`config.mk`:
```
export PLATFORM = sky130hd
export DESIGN_NAME = shifting_array_insert_delete_core
export DESIGN_NICKNAME = d
export VERILOG_FILES = /design/src/rtl/sarr_pkg.sv /design/src/rtl/sarr_cell.sv /design/src/rtl/shifting_array_insert_delete_core.sv
export SDC_FILE = /design/constraint.sdc
export NUM_CORES = 1
export LEC_CHECK = 0
export BUFFER_PORTS_ARGS = -buffer_cell sky130_fd_sc_hd__buf_2
export CAP_MARGIN = 25
export CORE_ASPECT_RATIO = 0.6
export CORE_MARGIN = 4
export CORE_UTILIZATION = 45
export CTS_CLUSTER_DIAMETER = 100
export DETAILED_ROUTE_END_ITERATION = 7
export PLACE_DENSITY = 0.72
export SYNTH_ARGS = -nofsm -noshare
export SYNTH_HDL_FRONTEND = slang
export SYNTH_SLANG_ARGS = --single-unit
```
`constraint.sdc`:
```
create_clock -name clk -period 14.17 [get_ports clk]
set_input_delay 4.251 -clock clk [delete_from_list [all_inputs] [get_ports clk]]
set_output_delay 4.251 -clock clk [all_outputs]
set_load 0.1 [all_outputs]
```
`src/rtl/sarr_pkg.sv`:
```
// Shared types and constants for the shifting array core.
// No dependencies; used by sarr_cell and shifting_array_insert_delete_core.
`timescale 1ns / 1ps

package sarr_pkg;

  localparam int DEPTH_DEF     = 16;
  localparam int WORD_BITS_DEF = 32;
  localparam int POS_BITS      = 4;
  localparam int IN_WORD_BITS  = 32;
  localparam int COUNT_BITS    = 5;

  typedef enum logic [2:0] {
    FN_INSERT = 3'd0,
    FN_APPEND = 3'd1,
    FN_DELETE = 3'd2,
    FN_CLEAR  = 3'd3,
    FN_READ   = 3'd4
  } func_t;

  typedef enum logic [1:0] {
    ST_OK    = 2'd0,
    ST_EMPTY = 2'd1,
    ST_RANGE = 2'd2,
    ST_FULL  = 2'd3
  } status_t;

  // Per-cycle command broadcast along the cell row
  typedef struct packed {
    logic ins;
    logic app;
    logic del;
  } cell_ctrl_t;

endpackage

```
`src/rtl/sarr_cell.sv`:
```
// One slot of the shifting array: holds a word, loads it from either neighbour or the input.
// Depends on sarr_pkg (cell_ctrl_t).
`timescale 1ns / 1ps

module sarr_cell #(
  parameter int WORD_BITS = sarr_pkg::WORD_BITS_DEF,
  parameter int CNT_W     = 5,
  parameter int IDX       = 0
) (
  input  logic                  clk,
  input  sarr_pkg::cell_ctrl_t  ctrl,
  input  logic [CNT_W-1:0]      pos,
  input  logic [CNT_W-1:0]      count,
  input  logic [WORD_BITS-1:0]  lo_d,
  input  logic [WORD_BITS-1:0]  hi_d,
  input  logic [WORD_BITS-1:0]  val,
  output logic [WORD_BITS-1:0]  q
);

  localparam logic [CNT_W-1:0] MY_IDX = CNT_W'(IDX);

  logic [WORD_BITS-1:0] d_r;
  logic [WORD_BITS-1:0] d_nxt;

  always_comb begin
    d_nxt = d_r;
    if ((ctrl.ins && MY_IDX == pos) || (ctrl.app && MY_IDX == count)) begin
      d_nxt = val;
    end else if (ctrl.ins && MY_IDX > pos) begin
      d_nxt = lo_d;
    end else if (ctrl.del && MY_IDX >= pos) begin
      d_nxt = hi_d;
    end
  end

  always_ff @(posedge clk) begin
    d_r <= d_nxt;
  end

  assign q = d_r;

endmodule

```
`src/rtl/shifting_array_insert_delete_core.sv`:
```
// Shifting array core: ordered array of signed words with insert, append, delete,
// clear and read. Depends on sarr_pkg and sarr_cell.
// out_valid is a registered result strobe, raised in the cycle after the word is accepted.
// Throughput: one word per cycle while busy is low; the cells past the insert or delete position shift together.
// busy is high only while rst_n is low and the cycle after; reset empties the array.
// Results cannot be stalled by the receiver.
`timescale 1ns / 1ps

module shifting_array_insert_delete_core #(
  parameter int DEPTH     = sarr_pkg::DEPTH_DEF,
  parameter int WORD_BITS = sarr_pkg::WORD_BITS_DEF
) (
  input  logic                                clk,
  input  logic                                rst_n,
  input  logic                                start,
  output logic                                busy,
  input  logic [2:0]                          in_func,
  input  logic [sarr_pkg::POS_BITS-1:0]       in_position,
  input  logic signed [sarr_pkg::IN_WORD_BITS-1:0] in_value_in,
  output logic                                out_valid,
  output logic [1:0]                          out_status,
  output logic [sarr_pkg::COUNT_BITS-1:0]     out_count_out,
  output logic signed [sarr_pkg::IN_WORD_BITS-1:0] out_value_out
);

  localparam int CNT_W = $clog2(DEPTH + 1);
  localparam int IDX_W = $clog2(DEPTH);
  localparam int CMP_W = (CNT_W > sarr_pkg::POS_BITS) ? CNT_W : sarr_pkg::POS_BITS;
  localparam logic [CNT_W-1:0] FULL_CNT = CNT_W'(DEPTH);

  logic                       busy_r;
  logic [CNT_W-1:0]           count_r, count_nxt;
  logic                       out_valid_r;
  sarr_pkg::status_t          out_status_r, status_nxt;
  logic [sarr_pkg::COUNT_BITS-1:0]   out_count_r;
  logic [sarr_pkg::IN_WORD_BITS-1:0] out_value_r, rd_nxt;

  logic                       acc;
  logic                       is_empty, is_full, pos_ok;
  sarr_pkg::cell_ctrl_t       ctrl;
  logic [CNT_W-1:0]           cell_pos;
  logic [63:0]                val64, rd64;
  logic [WORD_BITS-1:0]       val_w, rd_word;
  logic [WORD_BITS-1:0]       cell_q [DEPTH];

  assign acc      = start && !busy_r;
  assign is_empty = (count_r == '0);
  assign is_full  = (count_r == FULL_CNT);
  assign pos_ok   = CMP_W'(in_position) < CMP_W'(count_r);

  assign val64   = {{32{in_value_in[31]}}, in_value_in};
  assign val_w   = val64[WORD_BITS-1:0];
  assign rd_word = cell_q[IDX_W'(in_position)];
  assign rd64    = 64'(signed'(rd_word));

  always_comb begin
    ctrl       = '0;
    cell_pos   = CNT_W'(in_position);
    count_nxt  = count_r;
    status_nxt = sarr_pkg::ST_OK;
    rd_nxt     = '0;
    if (acc) begin
      unique case (sarr_pkg::func_t'(in_func))
        sarr_pkg::FN_INSERT: begin
          if (is_empty) begin
            ctrl.ins  = 1'b1;
            cell_pos  = '0;
            count_nxt = CNT_W'(1);
          end else if (is_full) begin
            status_nxt = sarr_pkg::ST_FULL;
          end else if (!pos_ok) begin
            status_nxt = sarr_pkg::ST_RANGE;
          end else begin
            ctrl.ins  = 1'b1;
            count_nxt = count_r + CNT_W'(1);
          end
        end
        sarr_pkg::FN_APPEND: begin
          if (is_full) begin
            status_nxt = sarr_pkg::ST_FULL;
          end else begin
            ctrl.app  = 1'b1;
            count_nxt = count_r + CNT_W'(1);
          end
        end
        sarr_pkg::FN_DELETE: begin
          if (is_empty) begin
            status_nxt = sarr_pkg::ST_EMPTY;
          end else if (!pos_ok) begin
            status_nxt = sarr_pkg::ST_RANGE;
          end else begin
            ctrl.del  = 1'b1;
            count_nxt = count_r - CNT_W'(1);
          end
        end
        sarr_pkg::FN_CLEAR: begin
          if (is_empty) begin
            status_nxt = sarr_pkg::ST_EMPTY;
          end
          count_nxt = '0;
        end
        sarr_pkg::FN_READ: begin
          if (is_empty) begin
            status_nxt = sarr_pkg::ST_EMPTY;
          end else if (!pos_ok) begin
            status_nxt = sarr_pkg::ST_RANGE;
          end else begin
            rd_nxt = rd64[31:0];
          end
        end
        default: begin
        end
      endcase
    end
  end

  for (genvar i = 0; i < DEPTH; i++) begin : g_cell
    logic [WORD_BITS-1:0] lo_d, hi_d;
    if (i == 0) begin : g_lo_edge
      assign lo_d = val_w;
    end else begin : g_lo
      assign lo_d = cell_q[i-1];
    end
    if (i == DEPTH - 1) begin : g_hi_edge
      assign hi_d = cell_q[i];
    end else begin : g_hi
      assign hi_d = cell_q[i+1];
    end
    sarr_cell #(
      .WORD_BITS (WORD_BITS),
      .CNT_W     (CNT_W),
      .IDX       (i)
    ) u_cell (
      .clk   (clk),
      .ctrl  (ctrl),
      .pos   (cell_pos),
      .count (count_r),
      .lo_d  (lo_d),
      .hi_d  (hi_d),
      .val   (val_w),
      .q     (cell_q[i])
    );
  end

  always_ff @(posedge clk) begin
    if (!rst_n) begin
      busy_r      <= 1'b1;
      count_r     <= '0;
      out_valid_r <= 1'b0;
    end else begin
      busy_r      <= 1'b0;
      count_r     <= count_nxt;
      out_valid_r <= acc;
    end
  end

  always_ff @(posedge clk) begin
    if (acc) begin
      out_status_r <= status_nxt;
      out_count_r  <= sarr_pkg::COUNT_BITS'(count_nxt);
      out_value_r  <= rd_nxt;
    end
  end

  assign busy          = busy_r;
  assign out_valid     = out_valid_r;
  assign out_status    = out_status_r;
  assign out_count_out = out_count_r;
  assign out_value_out = out_value_r;

  a_result_follows: assert property (@(posedge clk) disable iff (!rst_n)
    acc |=> out_valid_r) else $error("accepted word gave no result");

  a_count_bound: assert property (@(posedge clk) disable iff (!rst_n)
    count_r <= FULL_CNT) else $error("fill count beyond depth");

  a_idle_count: assert property (@(posedge clk) disable iff (!rst_n)
    !acc |=> $stable(count_r)) else $error("fill count moved without a word");

  a_full_status: assert property (@(posedge clk) disable iff (!rst_n)
    (out_valid_r && out_status_r == sarr_pkg::ST_FULL) |-> is_full)
    else $error("full status with room left");

endmodule

```
==> results.yml, run 1 <==
logic_synthesis:
  synth_edf_count: 551
  synthCells: 2660
  syn-num-nets: 2711
  ys_ff_latch: 558
  netlist_area_mm2: 0.0327
  synth_ff_type: "edfxtp_1"
  synth.area.top_cells: "edfxtp_1, mux4_2, mux2i_1"
  async_reset_ff_share_pct: 0
  synth_cell_types: 80
  syn_area_per_cell_um2: 12.3
  yosysTopAreaCell: "edfxtp_1"
  ys_warn_count: 0
  yosysTopAreaCellShare_pct: 50.6
  yosysSeqAreaShare_pct: 51.0
clock_network:
  cts_sinks: 558
  cts_resized: 0
  cts_tree: "done"
  cts_buffers: 52
  ctsRootBufferMaster: "clkbuf_16"
  worstSkewPairLatency_ns: 0.62
  ctsLongestPathBuffers: 3
  cts_setup_buffers: 0
  postCtsHoldBufs: 0
  clk_pin_slew_ns: 0.07
  cts_max_level: 2
setup_path:
  startpoint_type: "input port"
  required_ns: 14.43
  reg2reg_slack_ns: 8.72
  cp-end-kind: "register"
  crit_fanout: 47
  critPathArrivalTime_ns: 8.76
  worstSetupPathType: "in -> reg"
sta:
  min_period_over_period_pct: 60.0
  max_freq_ghz: 0.118
  setup_tns_ns: 0
  hold_viol: 0
  tightest_slew_ns: 1.06
  skew_ns: 0.0257
  maxSlewViolCount: 0
  finalCriticalPeriod_ns: 8.50
  rsz0062_at_grt: "no"
  setup-violations-final: 0
  relSlewSlack_pct: 28.9
placed_design:
  routabilityCongestion: 0.955
  port_buffers: 82
  place_hpwl_um: 64600
  place_inst: 3524
route:
  vias: 24000
  viasPerCell: 6.62
  drt-wirelength-per-cell_um: 29.1
  wl_um: 105000
  drcViolationCount: 0
  first_iter_violations: 3573
  detail_route.first_pass.iterations: 6
  antenna_left: 0
power:
  intPower_mw: 2.74
  power_frac_clock_pct: 40.3
  cellLeakagePower_nw: 11.8
  p_comb_share_pct: 8.5
  p_switching_mw: 0.862
  seq_power_share_pct: 51.1
  power_density_mw_per_mm2: 101
  p_sw_share_pct: 23.9
  peakVddDrop_mv: 0.103
global_route:
  grt_pass1_wl_um: 155000
  grt_start_max_net_pins: 66
  grt_pass1_vias: 23100
  track_usage_pct: 26.7
  antenna_found_initial: 4
  grt.overflow.total: 0
hold_path:
  hp-class: "reg -> reg"
die:
  die_h_um: 217
  die_area_mm2: 0.0772
  core_region_area_mm2: 0.0719
  rows: 76
  start_util_pct: 45.5
  boundaryPins: 83
  fp.dieW_um: 356
finish:
  final_common_cell: "edfxtp_1"
  n_antenna_cell: 0
  final_cell_mix: "edfxtp_1, nand2_1, mux2i_1"
  nets: 2661
  drive_above_1_share_pct: 22.1
  fillers: 6223
  syn2layout_area_growth_pct: 9.00
  fin_cells: 3624
job:
  max_cap_violations: 0
run_status:
  status: "completed"
## power groups by stage
| stage | logic, mW | clock network [mW] | registers [mW] |
|---|---|---|---|
| 2_1_floorplan | 0.179 | 0 | 1.90 |
| 3_3_place_gp | 0.290 | 0 | 1.88 |
| 3_5_place_dp | 0.296 | 0 | 1.88 |
| 4_1_cts | 0.297 | 1.47 | 1.84 |
| 5_1_grt | 0.319 | 1.54 | 1.84 |
| 6_report | 0.307 | 1.45 | 1.84 |
## state kept, by name, indices dropped and copies added, names as in the netlist
name / cells
g_cell.u_cell.q: 512
out_value_out: 32
count_r: 5
out_count_out: 5
out_status: 2
busy: 1
out_valid: 1
## area by class of cell
cell class	instances	area [um2]	share of cell area [%]
clock buffers	65	1390	3.90
clock inverters	28	303	0.850
inverters	11	41.3	0.116
multi-input cells	1843	15000	42.0
flip-flops and latches	558	16700	46.8
well taps	975	1220	3.42
repair buffers	144	1010	2.84
## synthesized netlist by cell type (7+ instances only)
master	number
edfxtp_1	551
nand2_1	441
mux2i_1	322
o21ai_0	175
mux4_2	160
o21ai_1	157
clkbuf_1	101
mux2_2	96
nor2_1	89
buf_2	87
a21oi_1	79
a31oi_1	37
o22ai_1	36
nor2b_1	35
a2bb2oi_1	32
mux2_4	30
buf_4	24
buf_6	18
nand3_1	16
buf_1	12
o21ai_2	10
ha_1	9
inv_1	9
nor3_1	8
and3_1	7
dfxtp_1	7
o21a_1	7
o31ai_1	7
## worst paths after layout
| check | endpoint | cells past startpoint | start |
|---|---|---|---|
| max | g_cell[3].u_cell.q[0]$_DFFE_PP_ | 11 | in_position[3] |
| min | g_cell[15].u_cell.q[30]$_DFFE_PP_ | 1 | g_cell[14].u_cell.q[30]$_DFFE_PP_ |
| min reg2reg | g_cell[15].u_cell.q[30]$_DFFE_PP_ | 1 | g_cell[14].u_cell.q[30]$_DFFE_PP_ |
| max reg2reg | g_cell[3].u_cell.q[0]$_DFFE_PP_ | 10 | count_r[2]$_SDFF_PN0_ |
## routing by layer
metal	wire [um]	vias to the layer above	share of wire, %	track usage, %
met3	17300	212	16	9.37
met4	2900	6	2.7	7.23
met5	41	-	0.039	0.0625
met2	41400	1924	39	35.2
li1	-	10100	-	-
met1	43600	11800	41	41.1
## worst max-delay path: stages
cell     delay (ns)
buf_2          0.08
buf_4          0.64
ha_1           0.37
o21a_1         0.15
nor2_1         0.67
o31ai_1        0.22
a21oi_4        0.54
buf_4          0.66
a21oi_1        0.15
o21ai_4        0.48
buf_4          0.50
## logic make-up after synthesis
group,count (synthesis),share of synthesized area (%)
buf+inv,259,4.02
simple gates,639,8.34
mux,610,25.6
xor+xnor,2,0.0536
fa+ha+maj,9,0.345
compound gates,583,10.6
flops,558,51.0
## metrics by stage
step           hold WS (ns)  power [mW]  setup WS, ns  area [um2]  util, %
2_1_floorplan         0.516        2.08          5.50       32700        -
3_3_place_gp          0.583        2.17          5.21       33700     46.9
3_5_place_dp          0.592        2.17          5.13       33800     47.0
4_1_cts               0.610        3.61          5.76       35500     49.4
5_1_grt               0.631        3.70          5.58       35600     49.6
6_report              0.611        3.60          5.67       35600     49.6
Power figures use the tool's default switching activity.
==> run 2, diff against run 1 <==
==> constraint.sdc (replaced) <==
create_clock -name clk -period 8.8 [get_ports clk]
set_input_delay 2.64 -clock clk [delete_from_list [all_inputs] [get_ports clk]]
set_output_delay 2.64 -clock clk [all_outputs]
set_load 0.1 [all_outputs]
==> results.yml, run 2 (synthesis gave the netlist of run 1 again) <==
route:
  vias: 24300
  first_iter_violations: 4440
  antenna_left: 0
  drt-wirelength-per-cell_um: 29.8
  viasPerCell: 6.68
  detail_route.first_pass.iterations: 6
  wl_um: 108000
  drcViolationCount: 0
power:
  p_sw_share_pct: 23.9
  intPower_mw: 4.42
  p_switching_mw: 1.39
  peakVddDrop_mv: 0.171
  seq_power_share_pct: 51.0
  power_frac_clock_pct: 40.5
  cellLeakagePower_nw: 11.9
  p_comb_share_pct: 8.5
  power_density_mw_per_mm2: 163
die:
  core_region_area_mm2: 0.0719
  start_util_pct: 45.5
  die_area_mm2: 0.0772
  fp.dieW_um: 356
  boundaryPins: 83
  die_h_um: 217
  rows: 76
finish:
  nets: 2670
  final_common_cell: "edfxtp_1"
  largest_reg_flops: 512
  final_cell_mix: "edfxtp_1, nand2_1, mux2i_1"
  drive_above_1_share_pct: 22.0
  utilization_pct: 49.7
  syn2layout_area_growth_pct: 9.26
  stdcell_area_mm2: 0.0357
sta:
  setup_tns_ns: 0
  setup-violations-final: 0
  maxSlewViolCount: 0
  max_freq_ghz: 0.168
  rsz0062_at_grt: "no"
  skew_ns: 0.0182
  tightest_slew_ns: 1.07
  finalCriticalPeriod_ns: 5.95
  layout_setup_ws_ns: 2.85
  hold_viol: 0
  relSlewSlack_pct: 28.5
  min_period_over_period_pct: 67.6
setup_path:
  reg2reg_to: "g_cell[5].u_cell.q[23]$_DFFE_PP_"
  reg2reg_depth: 10
  cp-end-kind: "register"
  critPathArrivalTime_ns: 6.29
  crit_fanout: 22
  worstSetupPathType: "in -> reg"
  reg2reg_slack_ns: 3.94
  required_ns: 9.14
  r2r_start: "count_r[2]$_SDFF_PN0_"
  startpoint_type: "input port"
clock_network:
  clk_pin_slew_ns: 0.06
  cts_resized: 0
  ctsLongestPathBuffers: 3
  cts_buffers: 52
  cts_tree: "done"
  cts_max_level: 2
  cts_setup_buffers: 0
  worstSkewPairLatency_ns: 0.64
  ctsRootBufferMaster: "clkbuf_16"
  cts_sinks: 558
  postCtsHoldBufs: 0
hold_path:
  hp-start: "count_r[1]$_SDFF_PN0_"
  hold_depth: 2
  hp-class: "reg -> reg"
  min_to: "count_r[1]$_SDFF_PN0_"
placed_design:
  port_buffers: 82
  place_hpwl_um: 66400
  placedInstanceArea_mm2: 0.0339
  place_ws_ns: 2.08
  routabilityCongestion: 0.953
global_route:
  grt_pass1_wl_um: 159000
  grt_start_max_net_pins: 65
  antenna_found_initial: 6
  track_usage_pct: 27.5
  grt.overflow.total: 0
  grt_pass1_vias: 23400
run_status:
  status: "completed"
job:
  max_cap_violations: 0
## run 2: cell count changes in the layout (fill, tap and decap cells not counted), moves of 2 or more
cell      before  now
clkbuf_8       5    1
clkinv_1       8   15
buf_4         53   60
buf_12         5    7
clkbuf_1       9   12
clkinv_2      12    7
## run 2: worst max-delay path, stage by stage
cell and delay [ns]:
buf_2 0.34, ha_1 0.30, o21a_1 0.21, nor2_1 0.67
o21ai_0 0.29, a21oi_1 0.21, buf_4 0.24, nand2_1 0.19
o21ai_4 0.85, buf_4 0.32
## run 2: power groups by stage
stage,clock (mW),sequential (mW),combinational (mW)
floorplan,0,3.06,0.287
global placement,0,3.02,0.468
detailed placement,0,3.02,0.479
CTS,2.38,2.96,0.480
global route,2.49,2.97,0.514
finish,2.35,2.96,0.494
## run 2: final cells by class
cell class	count	area, um2
fillers	6123	36200
clock inverters	30	315
flip-flops and latches	558	16700
clock buffers	65	1370
repair buffers	153	1100
diodes	1	2.50
inverters	11	41.3
well taps	975	1220
multi-input cells	1843	15000
## run 2: metrics by stage
step / hold WS [ns] / instances / total power, mW
5_1_grt: 0.630 / 3636 / 5.97
3_5_place_dp: 0.590 / 3535 / 3.50
4_1_cts: 0.599 / 3630 / 5.82
2_1_floorplan: 0.516 / 2660 / 3.34
6_report: 0.610 / 3636 / 5.81
3_3_place_gp: 0.582 / 3531 / 3.49
## run 2: how the worst max path moves through the flow
stage | start | end | slack [ns]
after global placement | in_position[0] | g_cell[11].u_cell.q[19]$_DFFE_PP_ | 2.22
after CTS | in_position[0] | g_cell[11].u_cell.q[30]$_DFFE_PP_ | 2.73
after detailed placement | in_position[0] | g_cell[11].u_cell.q[21]$_DFFE_PP_ | 2.08
after floorplan | in_position[1] | g_cell[3].u_cell.q[0]$_DFFE_PP_ | 1.74
after global routing | in_position[2] | g_cell[5].u_cell.q[23]$_DFFE_PP_ | 2.71
final | in_position[2] | g_cell[5].u_cell.q[23]$_DFFE_PP_ | 2.85
## run 2: routing by layer
metal | vias up | GRT usage, % | routed length, um
li1 | 10100 | - | -
met1 | 12000 | 42.8 | 45700
met2 | 2012 | 36.4 | 42400
met3 | 204 | 9.48 | 17700
met4 | 2 | 6.70 | 2570
met5 | - | 0 | 10
